--- config.mk ---
export PLATFORM = sky130hd
export DESIGN_NAME = nmea_sentence_framer_flat
export DESIGN_NICKNAME = d
export VERILOG_FILES = /design/src/nsf_pkg.sv /design/src/nsf_if.sv /design/src/nmea_sentence_framer.sv /design/src/flat_wrapper.sv
export SDC_FILE = /design/constraint.sdc
export NUM_CORES = 1
export LEC_CHECK = 0
export ABC_AREA = 1
export BUFFER_PORTS_ARGS = -buffer_cell sky130_fd_sc_hd__clkbuf_2
export CAP_MARGIN = 20
export CELL_PAD_IN_SITES_DETAIL_PLACEMENT = 0
export CELL_PAD_IN_SITES_GLOBAL_PLACEMENT = 1
export CORE_MARGIN = 2
export CORE_UTILIZATION = 44
export CTS_BUF_LIST = sky130_fd_sc_hd__clkbuf_2 sky130_fd_sc_hd__clkbuf_4 sky130_fd_sc_hd__clkbuf_8
export CTS_CLUSTER_DIAMETER = 200
export DETAILED_ROUTE_END_ITERATION = 10
export GPL_TIMING_DRIVEN = 0
export PLACE_DENSITY = 0.79
export SLEW_MARGIN = 5
export SYNTH_ARGS = -nofsm -noshare
export SYNTH_HDL_FRONTEND = slang
export SYNTH_SLANG_ARGS = --single-unit
export TNS_END_PERCENT = 100
--- constraint.sdc ---
create_clock -name i_clk -period 2.3 [get_ports i_clk]
set_input_delay 0.345 -clock i_clk [delete_from_list [all_inputs] [get_ports i_clk]]
set_output_delay 0.345 -clock i_clk [all_outputs]
set_load 0.03 [all_outputs]
--- src/nsf_pkg.sv ---
// nsf_pkg: types, character codes and helpers for the NMEA sentence framer.
// No dependencies; used by the channel interfaces and the top level.
`timescale 1ns / 1ps
`default_nettype none

package nsf_pkg;

    // Default limits on the command and data parts
    localparam int CMD_MAX_DEF  = 8;
    localparam int DATA_MAX_DEF = 128;

    // Command store geometry (fixed by the 64-bit command word)
    localparam int CMD_DEPTH = 8;
    localparam int CMD_IDX_W = $clog2(CMD_DEPTH);

    // Field widths
    localparam int BYTE_W   = 8;
    localparam int STATUS_W = 3;
    localparam int CLASS_W  = 3;
    localparam int LEN_W    = 4;
    localparam int SKIP_W   = 4;
    localparam int WORD_W   = CMD_DEPTH * BYTE_W;

    // Framing characters
    localparam logic [BYTE_W-1:0] CH_START  = 8'h24; // '$'
    localparam logic [BYTE_W-1:0] CH_COMMA  = 8'h2C; // ','
    localparam logic [BYTE_W-1:0] CH_STAR   = 8'h2A; // '*'
    localparam logic [BYTE_W-1:0] CH_CR     = 8'h0D; // carriage return
    localparam logic [BYTE_W-1:0] CH_ZERO   = 8'h30; // '0'
    localparam logic [BYTE_W-1:0] CH_NINE   = 8'h39; // '9'
    localparam logic [BYTE_W-1:0] CH_UPPERA = 8'h41; // 'A'

    typedef enum logic [2:0] {
        PH_IDLE = 3'd0,
        PH_CMD  = 3'd1,
        PH_DATA = 3'd2,
        PH_CK1  = 3'd3,
        PH_CK2  = 3'd4
    } t_phase;

    typedef enum logic [STATUS_W-1:0] {
        ST_IDLE     = 3'd0,
        ST_BUSY     = 3'd1,
        ST_CK_OK    = 3'd2,
        ST_CK_BAD   = 3'd3,
        ST_CR_END   = 3'd4,
        ST_OVERFLOW = 3'd5
    } t_status;

    typedef enum logic [CLASS_W-1:0] {
        CL_IGNORED = 3'd0,
        CL_START   = 3'd1,
        CL_SKIPPED = 3'd2,
        CL_CMD     = 3'd3,
        CL_SEP     = 3'd4,
        CL_DATA    = 3'd5,
        CL_CKSUM   = 3'd6
    } t_class;

    // Hex digit value: decimal digits directly, anything else as letter (mod 16)
    function automatic logic [3:0] hex_nibble(input logic [BYTE_W-1:0] b);
        logic [BYTE_W-1:0] d;
        begin
            if (b >= CH_ZERO && b <= CH_NINE) begin
                d = b - CH_ZERO;
            end else begin
                d = b - CH_UPPERA + 8'd10;
            end
            return d[3:0];
        end
    endfunction

endpackage

`default_nettype wire

--- src/nsf_if.sv ---
// Valid/ready channel interfaces for the NMEA sentence framer:
// received bytes, per-byte results and the skip configuration. Uses nsf_pkg.
`timescale 1ns / 1ps
`default_nettype none

// Received byte channel
interface nsf_in_if;
    logic                        valid;
    logic                        ready;
    logic [nsf_pkg::BYTE_W-1:0]  rx_byte;

    modport source (output valid, output rx_byte, input ready);
    modport sink   (input valid, input rx_byte, output ready);
endinterface

// Per-byte result channel
interface nsf_out_if;
    logic                          valid;
    logic                          ready;
    logic [nsf_pkg::STATUS_W-1:0]  status;
    logic [nsf_pkg::CLASS_W-1:0]   byte_class;
    logic [nsf_pkg::BYTE_W-1:0]    field_index;
    logic [nsf_pkg::WORD_W-1:0]    command_word;
    logic [nsf_pkg::LEN_W-1:0]     command_length;
    logic [nsf_pkg::BYTE_W-1:0]    computed_checksum;
    logic [nsf_pkg::BYTE_W-1:0]    received_checksum;

    modport source (output valid, output status, output byte_class, output field_index,
                    output command_word, output command_length,
                    output computed_checksum, output received_checksum, input ready);
    modport sink   (input valid, input status, input byte_class, input field_index,
                    input command_word, input command_length,
                    input computed_checksum, input received_checksum, output ready);
endinterface

// Configuration write channel (skip count after the start character)
interface nsf_cfg_if;
    logic                        valid;
    logic                        ready;
    logic [nsf_pkg::SKIP_W-1:0]  skip_after_start;

    modport source (output valid, output skip_after_start, input ready);
    modport sink   (input valid, input skip_after_start, output ready);
endinterface

`default_nettype wire

--- src/nmea_sentence_framer.sv ---
// NMEA sentence framer top level: per-byte framing, XOR checksum and result register.
// Depends on nsf_pkg and the channel interfaces in nsf_if.sv.
//
//  Channel | Dir | Payload                                         | Transfer when
//  i_in    | in  | rx_byte                                         | valid & ready
//  o_out   | out | status, byte_class, field_index, command_word,   | valid & ready
//          |     | command_length, computed_checksum, received_csum|
//  i_cfg   | in  | skip_after_start                                | valid & ready
//
// One byte per cycle; each byte's result appears in the output register in the cycle
// after its transfer. The framing state updates in the same cycle as the transfer.
// i_in.ready is low only while a result is held and o_out.ready is low.
// Synchronous active-low reset clears the phase, counters, checksum and command store.
// i_cfg is always ready; the register takes effect from the next byte.
`timescale 1ns / 1ps
`default_nettype none

module nmea_sentence_framer #(
    parameter int CMD_MAX  = nsf_pkg::CMD_MAX_DEF,
    parameter int DATA_MAX = nsf_pkg::DATA_MAX_DEF
) (
    input  wire         i_clk,
    input  wire         i_rst_n,
    nsf_in_if.sink      i_in,
    nsf_cfg_if.sink     i_cfg,
    nsf_out_if.source   o_out
);

    localparam int BW = nsf_pkg::BYTE_W;

    // Framing state
    nsf_pkg::t_phase                  r_phase, n_phase;
    logic [BW-1:0]                    r_xor, n_xor;
    logic [BW-1:0]                    r_hex, n_hex;
    logic [BW-1:0]                    r_pos, n_pos;
    logic [nsf_pkg::SKIP_W-1:0]       r_skip_cnt, n_skip_cnt;
    logic [nsf_pkg::LEN_W-1:0]        r_cmd_len, n_cmd_len;
    logic [BW-1:0]                    r_cmd [nsf_pkg::CMD_DEPTH];
    logic [BW-1:0]                    n_cmd [nsf_pkg::CMD_DEPTH];
    logic [nsf_pkg::SKIP_W-1:0]       r_skip_cfg;

    // Result register
    logic                             r_out_valid;
    nsf_pkg::t_status                 r_status, n_status;
    nsf_pkg::t_class                  r_class, n_class;
    logic [BW-1:0]                    r_idx, n_idx;
    logic [nsf_pkg::WORD_W-1:0]       r_word, n_word;

    logic          in_xfer;
    logic [BW-1:0] b;

    assign b           = i_in.rx_byte;
    assign i_in.ready  = !r_out_valid || o_out.ready;
    assign in_xfer     = i_in.valid && i_in.ready;
    assign i_cfg.ready = 1'b1;

    // Per-byte framing decision
    always_comb begin
        n_phase    = r_phase;
        n_xor      = r_xor;
        n_hex      = r_hex;
        n_pos      = r_pos;
        n_skip_cnt = r_skip_cnt;
        n_cmd_len  = r_cmd_len;
        n_cmd      = r_cmd;
        n_status   = nsf_pkg::ST_IDLE;
        n_class    = nsf_pkg::CL_IGNORED;
        n_idx      = '0;
        case (r_phase)
            nsf_pkg::PH_IDLE: begin
                if (b == nsf_pkg::CH_START) begin
                    n_xor      = '0;
                    n_hex      = '0;
                    n_pos      = '0;
                    n_skip_cnt = '0;
                    n_cmd_len  = '0;
                    for (int i = 0; i < nsf_pkg::CMD_DEPTH; i++) begin
                        n_cmd[i] = '0;
                    end
                    n_phase  = nsf_pkg::PH_CMD;
                    n_status = nsf_pkg::ST_BUSY;
                    n_class  = nsf_pkg::CL_START;
                end
            end
            nsf_pkg::PH_CMD: begin
                if (r_skip_cnt < r_skip_cfg) begin
                    n_idx      = BW'(r_skip_cnt);
                    n_skip_cnt = r_skip_cnt + 1'b1;
                    n_status   = nsf_pkg::ST_BUSY;
                    n_class    = nsf_pkg::CL_SKIPPED;
                end else if (b inside {nsf_pkg::CH_COMMA, nsf_pkg::CH_STAR}) begin
                    n_idx = BW'(r_cmd_len);
                    if (b == nsf_pkg::CH_COMMA) begin
                        n_xor   = r_xor ^ b;
                        n_phase = nsf_pkg::PH_DATA;
                    end else begin
                        n_phase = nsf_pkg::PH_CK1;
                    end
                    n_pos    = '0;
                    n_status = nsf_pkg::ST_BUSY;
                    n_class  = nsf_pkg::CL_SEP;
                end else begin
                    n_xor   = r_xor ^ b;
                    n_idx   = BW'(r_cmd_len);
                    n_class = nsf_pkg::CL_CMD;
                    if (r_cmd_len >= nsf_pkg::LEN_W'(CMD_MAX)) begin
                        n_phase  = nsf_pkg::PH_IDLE;
                        n_status = nsf_pkg::ST_OVERFLOW;
                    end else begin
                        n_cmd[r_cmd_len[nsf_pkg::CMD_IDX_W-1:0]] = b;
                        n_cmd_len = r_cmd_len + 1'b1;
                        n_status  = nsf_pkg::ST_BUSY;
                    end
                end
            end
            nsf_pkg::PH_DATA: begin
                n_idx = r_pos;
                if (b == nsf_pkg::CH_STAR) begin
                    n_phase  = nsf_pkg::PH_CK1;
                    n_status = nsf_pkg::ST_BUSY;
                    n_class  = nsf_pkg::CL_SEP;
                end else if (b == nsf_pkg::CH_CR) begin
                    n_phase  = nsf_pkg::PH_IDLE;
                    n_status = nsf_pkg::ST_CR_END;
                    n_class  = nsf_pkg::CL_SEP;
                end else begin
                    n_xor   = r_xor ^ b;
                    n_class = nsf_pkg::CL_DATA;
                    if (r_pos >= BW'(DATA_MAX)) begin
                        n_phase  = nsf_pkg::PH_IDLE;
                        n_status = nsf_pkg::ST_OVERFLOW;
                    end else begin
                        n_pos    = r_pos + 1'b1;
                        n_status = nsf_pkg::ST_BUSY;
                    end
                end
            end
            nsf_pkg::PH_CK1: begin
                n_hex    = {nsf_pkg::hex_nibble(b), 4'h0};
                n_phase  = nsf_pkg::PH_CK2;
                n_status = nsf_pkg::ST_BUSY;
                n_class  = nsf_pkg::CL_CKSUM;
            end
            nsf_pkg::PH_CK2: begin
                n_hex    = {r_hex[BW-1:4], nsf_pkg::hex_nibble(b)};
                n_phase  = nsf_pkg::PH_IDLE;
                n_status = (n_hex == r_xor) ? nsf_pkg::ST_CK_OK : nsf_pkg::ST_CK_BAD;
                n_class  = nsf_pkg::CL_CKSUM;
                n_idx    = 8'd1;
            end
            default: begin
                n_phase = nsf_pkg::PH_IDLE;
            end
        endcase
        // Command store packed first character in the low byte
        for (int i = 0; i < nsf_pkg::CMD_DEPTH; i++) begin
            n_word[i*BW +: BW] = n_cmd[i];
        end
    end

    // Framing state and configuration register
    always_ff @(posedge i_clk) begin
        if (!i_rst_n) begin
            r_phase    <= nsf_pkg::PH_IDLE;
            r_xor      <= '0;
            r_hex      <= '0;
            r_pos      <= '0;
            r_skip_cnt <= '0;
            r_cmd_len  <= '0;
            r_skip_cfg <= '0;
            for (int i = 0; i < nsf_pkg::CMD_DEPTH; i++) begin
                r_cmd[i] <= '0;
            end
        end else begin
            if (i_cfg.valid) begin
                r_skip_cfg <= i_cfg.skip_after_start;
            end
            if (in_xfer) begin
                r_phase    <= n_phase;
                r_xor      <= n_xor;
                r_hex      <= n_hex;
                r_pos      <= n_pos;
                r_skip_cnt <= n_skip_cnt;
                r_cmd_len  <= n_cmd_len;
                r_cmd      <= n_cmd;
            end
        end
    end

    // Result register: valid flag under reset, payload loaded on each transfer
    always_ff @(posedge i_clk) begin
        if (!i_rst_n) begin
            r_out_valid <= 1'b0;
        end else if (in_xfer) begin
            r_out_valid <= 1'b1;
        end else if (o_out.ready) begin
            r_out_valid <= 1'b0;
        end
    end

    always_ff @(posedge i_clk) begin
        if (in_xfer) begin
            r_status <= n_status;
            r_class  <= n_class;
            r_idx    <= n_idx;
            r_word   <= n_word;
        end
    end

    // Checksum and length fields show the state after the byte, held in the state registers
    assign o_out.valid             = r_out_valid;
    assign o_out.status            = r_status;
    assign o_out.byte_class        = r_class;
    assign o_out.field_index       = r_idx;
    assign o_out.command_word      = r_word;
    assign o_out.command_length    = r_cmd_len;
    assign o_out.computed_checksum = r_xor;
    assign o_out.received_checksum = r_hex;

`ifndef SYNTHESIS
    // A checksum verdict only comes with the second checksum digit
    a_verdict_on_digit: assert property (@(posedge i_clk) disable iff (!i_rst_n)
        (o_out.valid && (o_out.status == nsf_pkg::ST_CK_OK ||
                         o_out.status == nsf_pkg::ST_CK_BAD))
        |-> (o_out.byte_class == nsf_pkg::CL_CKSUM && o_out.field_index == 8'd1))
        else $error("checksum verdict on a byte that is not the second digit");

    // Overflow is only raised by a command or data character
    a_overflow_class: assert property (@(posedge i_clk) disable iff (!i_rst_n)
        (o_out.valid && o_out.status == nsf_pkg::ST_OVERFLOW)
        |-> (o_out.byte_class == nsf_pkg::CL_CMD || o_out.byte_class == nsf_pkg::CL_DATA))
        else $error("overflow reported on a byte of the wrong class");

    // Outside a sentence, any byte other than the start character is ignored
    a_idle_ignore: assert property (@(posedge i_clk) disable iff (!i_rst_n)
        (in_xfer && r_phase == nsf_pkg::PH_IDLE && i_in.rx_byte != nsf_pkg::CH_START)
        |=> (o_out.valid && o_out.status == nsf_pkg::ST_IDLE &&
             o_out.byte_class == nsf_pkg::CL_IGNORED))
        else $error("byte outside a sentence not reported as ignored");

    // Stored command never exceeds its limit
    a_cmd_len_limit: assert property (@(posedge i_clk) disable iff (!i_rst_n)
        r_cmd_len <= nsf_pkg::LEN_W'(CMD_MAX))
        else $error("command length beyond its limit");
`endif

endmodule

`default_nettype wire
--- src/flat_wrapper.sv ---
// flat-port wrapper written by rule: the top's interface ports become plain ports
module nmea_sentence_framer_flat 
#(
    parameter int CMD_MAX  = nsf_pkg::CMD_MAX_DEF,
    parameter int DATA_MAX = nsf_pkg::DATA_MAX_DEF
)
  (i_clk, i_rst_n, i_in_valid, i_in_rx_byte, i_in_ready, i_cfg_valid, i_cfg_skip_after_start, i_cfg_ready, o_out_valid, o_out_status, o_out_byte_class, o_out_field_index, o_out_command_word, o_out_command_length, o_out_computed_checksum, o_out_received_checksum, o_out_ready);
  nsf_in_if i_in_i ();
  nsf_cfg_if i_cfg_i ();
  nsf_out_if o_out_i ();
  input  wire i_clk;
  input  wire i_rst_n;
  input wire logic [$bits(i_in_i.valid)-1:0] i_in_valid;
  input wire logic [$bits(i_in_i.rx_byte)-1:0] i_in_rx_byte;
  output wire logic [$bits(i_in_i.ready)-1:0] i_in_ready;
  input wire logic [$bits(i_cfg_i.valid)-1:0] i_cfg_valid;
  input wire logic [$bits(i_cfg_i.skip_after_start)-1:0] i_cfg_skip_after_start;
  output wire logic [$bits(i_cfg_i.ready)-1:0] i_cfg_ready;
  output wire logic [$bits(o_out_i.valid)-1:0] o_out_valid;
  output wire logic [$bits(o_out_i.status)-1:0] o_out_status;
  output wire logic [$bits(o_out_i.byte_class)-1:0] o_out_byte_class;
  output wire logic [$bits(o_out_i.field_index)-1:0] o_out_field_index;
  output wire logic [$bits(o_out_i.command_word)-1:0] o_out_command_word;
  output wire logic [$bits(o_out_i.command_length)-1:0] o_out_command_length;
  output wire logic [$bits(o_out_i.computed_checksum)-1:0] o_out_computed_checksum;
  output wire logic [$bits(o_out_i.received_checksum)-1:0] o_out_received_checksum;
  input wire logic [$bits(o_out_i.ready)-1:0] o_out_ready;
  assign i_in_i.valid = i_in_valid;
  assign i_in_i.rx_byte = i_in_rx_byte;
  assign i_in_ready = i_in_i.ready;
  assign i_cfg_i.valid = i_cfg_valid;
  assign i_cfg_i.skip_after_start = i_cfg_skip_after_start;
  assign i_cfg_ready = i_cfg_i.ready;
  assign o_out_valid = o_out_i.valid;
  assign o_out_status = o_out_i.status;
  assign o_out_byte_class = o_out_i.byte_class;
  assign o_out_field_index = o_out_i.field_index;
  assign o_out_command_word = o_out_i.command_word;
  assign o_out_command_length = o_out_i.command_length;
  assign o_out_computed_checksum = o_out_i.computed_checksum;
  assign o_out_received_checksum = o_out_i.received_checksum;
  assign o_out_i.ready = o_out_ready;
  nmea_sentence_framer #(.CMD_MAX(CMD_MAX), .DATA_MAX(DATA_MAX)) u_core (.i_clk(i_clk), .i_rst_n(i_rst_n), .i_in(i_in_i), .i_cfg(i_cfg_i), .o_out(o_out_i));
endmodule
==> results of run 1 <==
[worst max path at each step]
| stage | end | slack, ns | cells after the start |
|---|---|---|---|
| 6_report | u_core.o_out.command_word[61] | 0.18 | 10 |
| 5_1_grt | u_core.r_cmd[44] | 0.05 | 9 |
| 4_1_cts | u_core.o_out.command_word[59] | 0.009 | 10 |
| 3_5_place_dp | u_core.o_out.computed_checksum[0] | -0.69 | 11 |
| 3_3_place_gp | u_core.o_out.computed_checksum[2] | -0.69 | 11 |
| 2_1_floorplan | u_core.o_out.byte_class[0] | 0.26 | 4 |
[logic make-up after synthesis]
| family | Yosys count | synth area share, % |
|---|---|---|
| AND/OR/NAND/NOR | 687 | 32.97 |
| flip-flops | 182 | 45.38 |
| AO/OA/AOI/OAI | 137 | 7.379 |
| buffers and inverters | 252 | 10.99 |
| adder cells (fa/ha/maj) | 12 | 1.540 |
| other | 1 | 0.03846 |
| XOR/XNOR | 19 | 1.707 |
[report_power, final]
group / switching, mW / internal [mW] / total, mW
combinational: 0.913 / 0.351 / 1.26
clock: 1.25 / 1.06 / 2.30
sequential: 0.0722 / 3.61 / 3.68
[per-layer routing]
| layer | routed length [um] | vias to the layer above | GRT usage (%) |
|---|---|---|---|
| met5 | 0 | - | 0 |
| met4 | 319 | 0 | 5.423 |
| met3 | 1264 | 28 | 3.487 |
| met2 | 12190 | 214 | 36.96 |
| met1 | 12710 | 3974 | 32.48 |
| li1 | - | 4482 | - |
[cells in the mapped netlist (2+ instances only)]
cell	instances
nand3_2	2
ha_1	12
nor3_1	5
edfxtp_1	78
nor2_1	60
o221ai_1	2
a21oi_1	105
inv_1	174
nand2_1	366
inv_2	11
clkbuf_1	25
nor2_2	4
o211ai_1	2
nor3_2	2
nand4_1	66
xnor2_1	10
nand3_4	8
buf_6	11
nand3_1	158
xor2_1	9
nor2_4	4
buf_1	8
o21ai_1	4
buf_2	16
nor3_4	2
dfxtp_1	104
nand2_2	3
buf_4	3
o21ai_0	20
clkinv_1	3
[metrics by stage]
stage	TNS (ns)	util (%)	power, mW	area, sq um
2_1_floorplan	0	-	4.657	9752
3_3_place_gp	-90.41	49.03	4.996	10670
3_5_place_dp	-96.83	49.03	5.011	10670
4_1_cts	0	50.95	7.295	11080
5_1_grt	0	51.12	7.574	11120
6_report	0	51.12	7.247	11120
[cell type report]
class	count	area, sq um
clock buffer	20	269.0
multi-input combinational	856	4254
inverter	188	706.9
tap	280	350.3
timing repair buffer	114	593.1
clock inverter	12	145.1
buffer	64	379.1
sequential	182	4424
fill	2240	10630
[sequential cells by signal, indices dropped and copies added, names as in the netlist, 4 cells and up]
name and flops:
u_core.o_out.field_index 8, u_core.o_out.received_checksum 8, u_core.o_out.command_word 64, u_core.r_skip_cfg 4
u_core.r_cmd 64, u_core.o_out.command_length 4, u_core.o_out.computed_checksum 8, u_core.r_pos 8
u_core.r_skip_cnt 4
[worst min-delay path, cell delays in order]
cell and delay [ns]:
clkbuf_2 0.07, o21ai_0 0.07, a21oi_1 0.10
==> summary.md, run 1 <==
| Metric | Value |
|---|---|
| Post-synth EDFFs | 78 |
| Classification of the worst-slack hold path | input port to flop |
| Syn Inst Count | 1290 |
| Via count of the routed design | roughly 8700 |
| Total buffers and inverters traversed by the critical path | 3 |
| Post-placement cell count | between 1500 and 2000 |
| Clock slew at the register clock pins of the worst setup and hold paths | approximately 0.10 ns |
| Full die area | 23360 sq um |
| Post-layout min period | 2.124 ns |
| Final worst setup slack | 0.1761 ns |
| Final Hold Viols | 0 |
| Number of vias per cell | ~5.1 |
| Per-cell routed wire length | approximately 15 um |
| Worst hold path cell count | 3 |
| Worst clock skew on the final layout | roughly 0.012 ns |
| Count of warnings emitted by yosys | 0 |
| Worst hold slack across all endpoints | ~0.15 ns |
| Unrepaired setup endpoints after global routing | no |
| Max Fanout on Critical Path | 10 |
| Deepest clock path buffer count | 2 |
| Number of distinct library cells after synthesis | 43 |
| Estimated wirelength of the detail-placed design | about 18 mm |
| Reg-to-Reg Start | u_core.r_skip_cnt[3] |
| Endpoint of the worst register-to-register path | u_core.o_out.command_word[61] |
| Share of synthesized area occupied by flip-flops and latches | 45.38% |
| Hold bufs inserted after CTS | 0 |
| Peak supply drop | roughly 0.38 mV |
| Syn_nets | between 1000 and 1500 |
| Register-to-Register Path Depth | 10 |
| Count of buffers added by post-CTS timing repair for setup | 0 |
| Data arrival time of the worst path | 2.33 ns |
| Post-CTS Resized | 2 |
| Async set-reset flop share out of synthesis | 0% |
| Crit-path leading delay family | simple AND/OR/NAND/NOR gates |
| Power Dens Cells | about 650 nW/um^2 |
| Run status | complete, no violations |
| Initial antenna violation count | 0 |
| Kind of start point of the critical path | flop |
| Cell occurring most often along the worst timing path | nand2_1 |
| Post-route clock period utilization | between 90% and 100% |
| Highest clock frequency the design can meet | between 400 and 500 MHz |
| Via count of the first global-routing pass | roughly 8000 |
| All-Layer GR Usage | around 23% |
| Cell Count, Final, Fillers Out | approximately 1700 |
| Critical-path top delay cell | dfxtp_1 |
| Startpoint of the most critical setup path | u_core.r_skip_cnt[3] |
| Share of layout cells above drive strength 1 | between 15 and 20% |
| Cells along the critical path | ha_1 > nand2_1 > inv_1 > nand2_1 > nand2_1 > buf_4 > clkbuf_2 > nand4_1 > nand3_1 > nand2_1 |
| Top flip-flop cell by instance count after synthesis | dfxtp_1 |
| Largest cells by area after synthesis | edfxtp_1 24%, dfxtp_1 21%, nand2_1 14% |
| Post-Route WL | roughly 26 mm |
| Core ar. | roughly 22000 sq um |
| Total of endpoints with negative setup slack in the final report | 0 |
| Top-Level Pins | approximately 120 |
| Cell area after synthesis | 9749 sq um |
| Gpl congestion | between 0.8 and 0.9 |
| Clock tree from TritonCTS | yes |
| Post-synthesis average cell area | around 7.6 sq um |
| Start point of the worst min-delay path | i_cfg_skip_after_start[3] |
| Count of final max-slew check failures | 0 |
| Slew at the pin with the worst max-slew slack | between 0.8 and 0.9 ns |
| Layout overhead on the synthesized area | 14.08% |
| TritonCTS Buffers | 17 |
| Largest net degree at the start of global routing | 88 |
| Post-synth top area cell | edfxtp_1 |
| Number of detailed-route iterations in the first pass | 8 |
| First-pass GRT wire length | 42.70 mm |
| Number of antenna repair diodes | 0 |
| Leakage power of the design | ~5.4 nW |
| Leading cell type in the layout, fill and taps excluded | nand2_1 |
| Crit end category | flop |
| Max_cap viols | 0 |
| Top library cells by usage in the layout, fill and taps aside | 366 x nand2_1, 174 x inv_1, 158 x nand3_1 |
| Worst-case hold path end point | u_core.r_skip_cfg[3] |
| Max transition margin | a little over two fifths |
| Placement Rows | 54 |
| Setup slack after placement | -0.6894 ns |
| Highest cell delay on the worst timing path | 0.37 ns |
| Sink Count | about 180 |
| Antenna-violating nets left | 0 |
| Net count reported at finish | around 1500 |
| Top-area cell type share of the netlist area | about a quarter |
| Critical path type | flop to flop |
| H-tree level count | 4 |
| Starting utilization of the core area | around 45% |
| Count of input and output buffers | ~110 |
| Worst skew pair latency | 0.47 ns |
| Horiz. Die Dim | 152.9 um |
| Die boundary height | around 150 um |
| Cell at the root of the clock tree | clkbuf_8 |
| DRC violation count after routing | 0 |
| Worst R2R Setup Slack | 0.18 ns |
| Critical Path RT | ~2.5 ns |
| Initial DRC Count | roughly 560 |
| Number of flip-flops and latches in the synthesized netlist | around 180 |
| Total congestion overflow | 0 |
(Power assumes the default switching activity.)
==> run 2: changes to the inputs <==
- ABC_AREA: 1 -> 0
- CORE_UTILIZATION: 44 -> 46
- PLACE_DENSITY: 0.79 -> 0.8
==> run 2 against run 1 <==
  * Combinational power fell by 57%
  * Non-clock buffer count increased by 10
  * Utilization grew 5.8 points
  * Die area is 20% lower
  * Clock skew grew 0.0028 ns
  * Clock power about the same
  * Flip-flop and latch count stayed put
  * Maximum frequency fell by 5.1%
==> summary.md, run 2 <==
| Metric | Value |
|---|---|
| Gpl congestion | ~0.84 |
| Initial DRC Count | roughly 530 |
| Number of flip-flops and latches in the synthesized netlist | 182 |
| Clock slew at the register clock pins of the worst setup and hold paths | 0.09 ns |
| Post-synthesis average cell area | ~9.6 sq um |
| Switching portion of total power | 24.96% |
| Classification of the worst-slack hold path | input port to flop |
| Critical path type | flop to flop |
| Top-count cell post-synth | nand2_1 |
| Share of power burned in combinational logic | under 10% |
| Data arrival time of the worst path | ~2.7 ns |
| All-Layer GR Usage | 24.83% |
| Top library cells by usage in the layout, fill and taps aside | 166 x nand2_1, 124 x clkbuf_2, 104 x dfxtp_1 |
| Register-to-Register Path Depth | 9 |
| Largest net degree at the start of global routing | about 90 |
| Max_cap viols | 0 |
| Crit. path cell count | 9 |
| Via count of the routed design | around 7000 |
| Reg-to-Reg Start | u_core.r_skip_cfg[1] |
| Share of power burned in registers | 54.6% |
| Peak supply drop | between 0.3 and 0.4 mV |
| Count of final max-slew check failures | 0 |
| Async set-reset flop share out of synthesis | 0% |
| Clock power frac | between 30% and 40% |
| Die boundary height | between 100 and 150 um |
| Estimated wirelength of the detail-placed design | about 16 mm |
| Critical path destination | u_core.o_out.computed_checksum[6] |
| Post-layout min period | 2.237 ns |
| Syn Inst Count | between 800 and 900 |
| Cell area after synthesis | 8120 sq um |
| Final Hold Viols | 0 |
| Highest clock frequency the design can meet | 447.0 MHz |
| Final worst setup slack | approximately 0.063 ns |
| Antenna-violating nets left | 0 |
| Post-synth top cells | 166 x nand2_1, 104 x dfxtp_1, 78 x edfxtp_1, 70 x o21ai_0, 67 x o22ai_1 |
| Worst clock skew on the final layout | ~0.015 ns |
| Cells along the critical path | inv_1 > ha_1 > inv_1 > o21a_2 > o21ai_1 > a22oi_2 > clkbuf_2 > or4_1 > nand2_1 |
| Syn_nets | 879 |
| Internal Dissipation | between 4 and 5 mW |
| Placement Rows | between 40 and 50 |
| Layout overhead on the synthesized area | 21.33% |
| Total congestion overflow | 0 |
| Number of antenna repair diodes | 0 |
| TritonCTS Buffers | 17 |
| Crit end category | flop |
| Startpoint of the most critical setup path | u_core.r_skip_cfg[1] |
| Total of endpoints with negative setup slack in the final report | 0 |
| Largest cells by area after synthesis | edfxtp_1 29%, dfxtp_1 26%, nand2_1 7.7% |
| Post-synth EDFFs | 78 |
| Slew at the pin with the worst max-slew slack | a little under 0.8 ns |
| Leading cell type in the layout, fill and taps excluded | nand2_1 |
| Worst skew pair latency | approximately 0.47 ns |
| Post-Route WL | around 23 mm |
| Top-area cell type share of the netlist area | between 20 and 30% |
| Post-synth top area cell | edfxtp_1 |
| Top-Level Pins | 118 |
| Clock tree from TritonCTS | yes |
| Max Fanout on Critical Path | 10 |
| Power Dens Cells | around 640 nW/um^2 |
| Unrepaired setup endpoints after global routing | yes |
| Net count reported at finish | a little over 1000 |
| Crit-path leading delay family | compound AO/OA/AOI/OAI gates |
| Sink Count | approximately 180 |
| Count of warnings emitted by yosys | 0 |
| Critical-path top delay cell | or4_1 |
| Number of detailed-route iterations in the first pass | 5 |
| Highest cell delay on the worst timing path | ~0.49 ns |
| Hold bufs inserted after CTS | 0 |
| Kind of start point of the critical path | flop |
| Run status | complete, no violations |
| Count of input and output buffers | between 100 and 150 |
| DRC violation count after routing | 0 |
| Number of vias per cell | ~5.7 |
| Post-route clock period utilization | a little over nine tenths |
| Starting utilization of the core area | a little under half |
| Post-placement cell count | ~1200 |
| Number of distinct library cells after synthesis | 64 |
| Endpoint of the worst register-to-register path | u_core.o_out.computed_checksum[6] |
| Deepest clock path buffer count | 2 |
| Leakage power of the design | around 3.7 nW |
| Core ar. | ~17000 sq um |
| Initial antenna violation count | 0 |
| Top flip-flop cell by instance count after synthesis | dfxtp_1 |
| Horiz. Die Dim | between 100 and 150 um |
| Cell Count, Final, Fillers Out | roughly 1200 |
| Full die area | 18730 sq um |
| Total buffers and inverters traversed by the critical path | 3 |
| Critical Path RT | between 2 and 3 ns |
| Sw power | 1.573 mW |
| Per-cell routed wire length | between 15 and 20 um |
| Share of synthesized area occupied by flip-flops and latches | between 50% and 60% |
| Max transition margin | 48.05% |
| Setup slack after placement | -0.8424 ns |
| Share of layout cells above drive strength 1 | 23.94% |
| Via count of the first global-routing pass | between 6000 and 7000 |
| Cell occurring most often along the worst timing path | inv_1 |
| Worst R2R Setup Slack | approximately 0.063 ns |
| First-pass GRT wire length | 35.07 mm |
| H-tree level count | 4 |
| Cell at the root of the clock tree | clkbuf_8 |
-- run 2: changes by cell type after synthesis, sizes merged, moves of 9 or more --
cell	delta
a21oi	-84
buf	-23
clkbuf	+14
inv	-165
mux2i	+9
nand2	-200
nand3	-111
nand4	-54
nor2	-50
nor2b	+18
o211ai	+12
o21ai	+59
o22ai	+66
-- run 2: metrics by stage --
step	cell area, sq um	power, mW	utilization, %	hold slack (ns)	setup TNS, ns
finish	9852	6.303	56.96	0.1152	0
global route	9852	6.518	56.96	0.1103	-0.06959
CTS	9651	6.327	55.79	0.09271	-0.3331
detailed placement	9066	4.036	52.42	0.4610	-102.89
global placement	9066	4.037	52.42	0.4570	-102.90
floorplan	8224	3.853	-	0.4488	-2.073
-- run 2: area by class of cell --
cell class | count | area (sq um)
Clock inverter | 10 | 143.9
Fill cell | 1585 | 7445
Timing Repair Buffer | 133 | 760.7
Tap cell | 225 | 281.5
Sequential cell | 182 | 4424
Multi-Input combinational cell | 592 | 3545
Inverter | 21 | 88.84
Buffer | 55 | 324.1
Clock buffer | 22 | 284.0
-- run 2: power groups by stage --
stage	combinational [mW]	sequential [mW]	clock, mW
floorplan	0.200	3.65	0
global placement	0.517	3.52	0
detailed placement	0.515	3.52	0
CTS	0.525	3.45	2.36
global route	0.576	3.45	2.49
finish	0.548	3.44	2.31
-- run 2: routing by layer --
layer	wire [um]	vias up	global-route usage [%]
li1	-	3398	-
met1	10680	3330	35.98
met2	10440	266	37.22
met3	1607	36	4.815
met4	435	0	8.477
met5	0	-	0
-- run 2: worst min path at each step --
stage | end | cells past startpoint | from
after detailed placement | u_core.r_cmd[46] | 2 | u_core.r_cmd[46]
after floorplan | u_core.r_cmd[16] | 2 | u_core.r_cmd[16]
final | u_core.o_out.valid | 3 | i_in_valid
after CTS | u_core.o_out.valid | 3 | i_in_valid
after global placement | u_core.r_cmd[59] | 2 | u_core.r_cmd[59]
after global routing | u_core.o_out.valid | 3 | i_in_valid
-- run 2: worst register-to-register path, stage by stage, from the launching register on --
cell	delay, ns
dfxtp_1	0.36
inv_1	0.05
ha_1	0.26
inv_1	0.06
o21a_2	0.25
o21ai_1	0.30
a22oi_2	0.13
clkbuf_2	0.22
or4_1	0.49
nand2_1	0.07
-- run 2: kinds of logic (layout without fill, tap and decap cells) --
logic type / Yosys count / after routing / share of synthesized area [%]
simple gates: 329 / 329 / 19.94
xor+xnor: 13 / 13 / 1.402
buf+inv: 76 / 241 / 3.806
compound gates: 227 / 227 / 17.23
fa+ha+maj: 12 / 12 / 1.849
mux: 10 / 10 / 1.248
other cells: 1 / 1 / 0.04618
flops: 182 / 182 / 54.48
-- run 2: what timing repair did --
item / in CTS / in global routing
pin swaps: 6 / 4
gates cloned: 0 / 1
setup endpoints to repair: 180 / 140
resized for setup: 27 / 37
setup buffers: 9 / 11
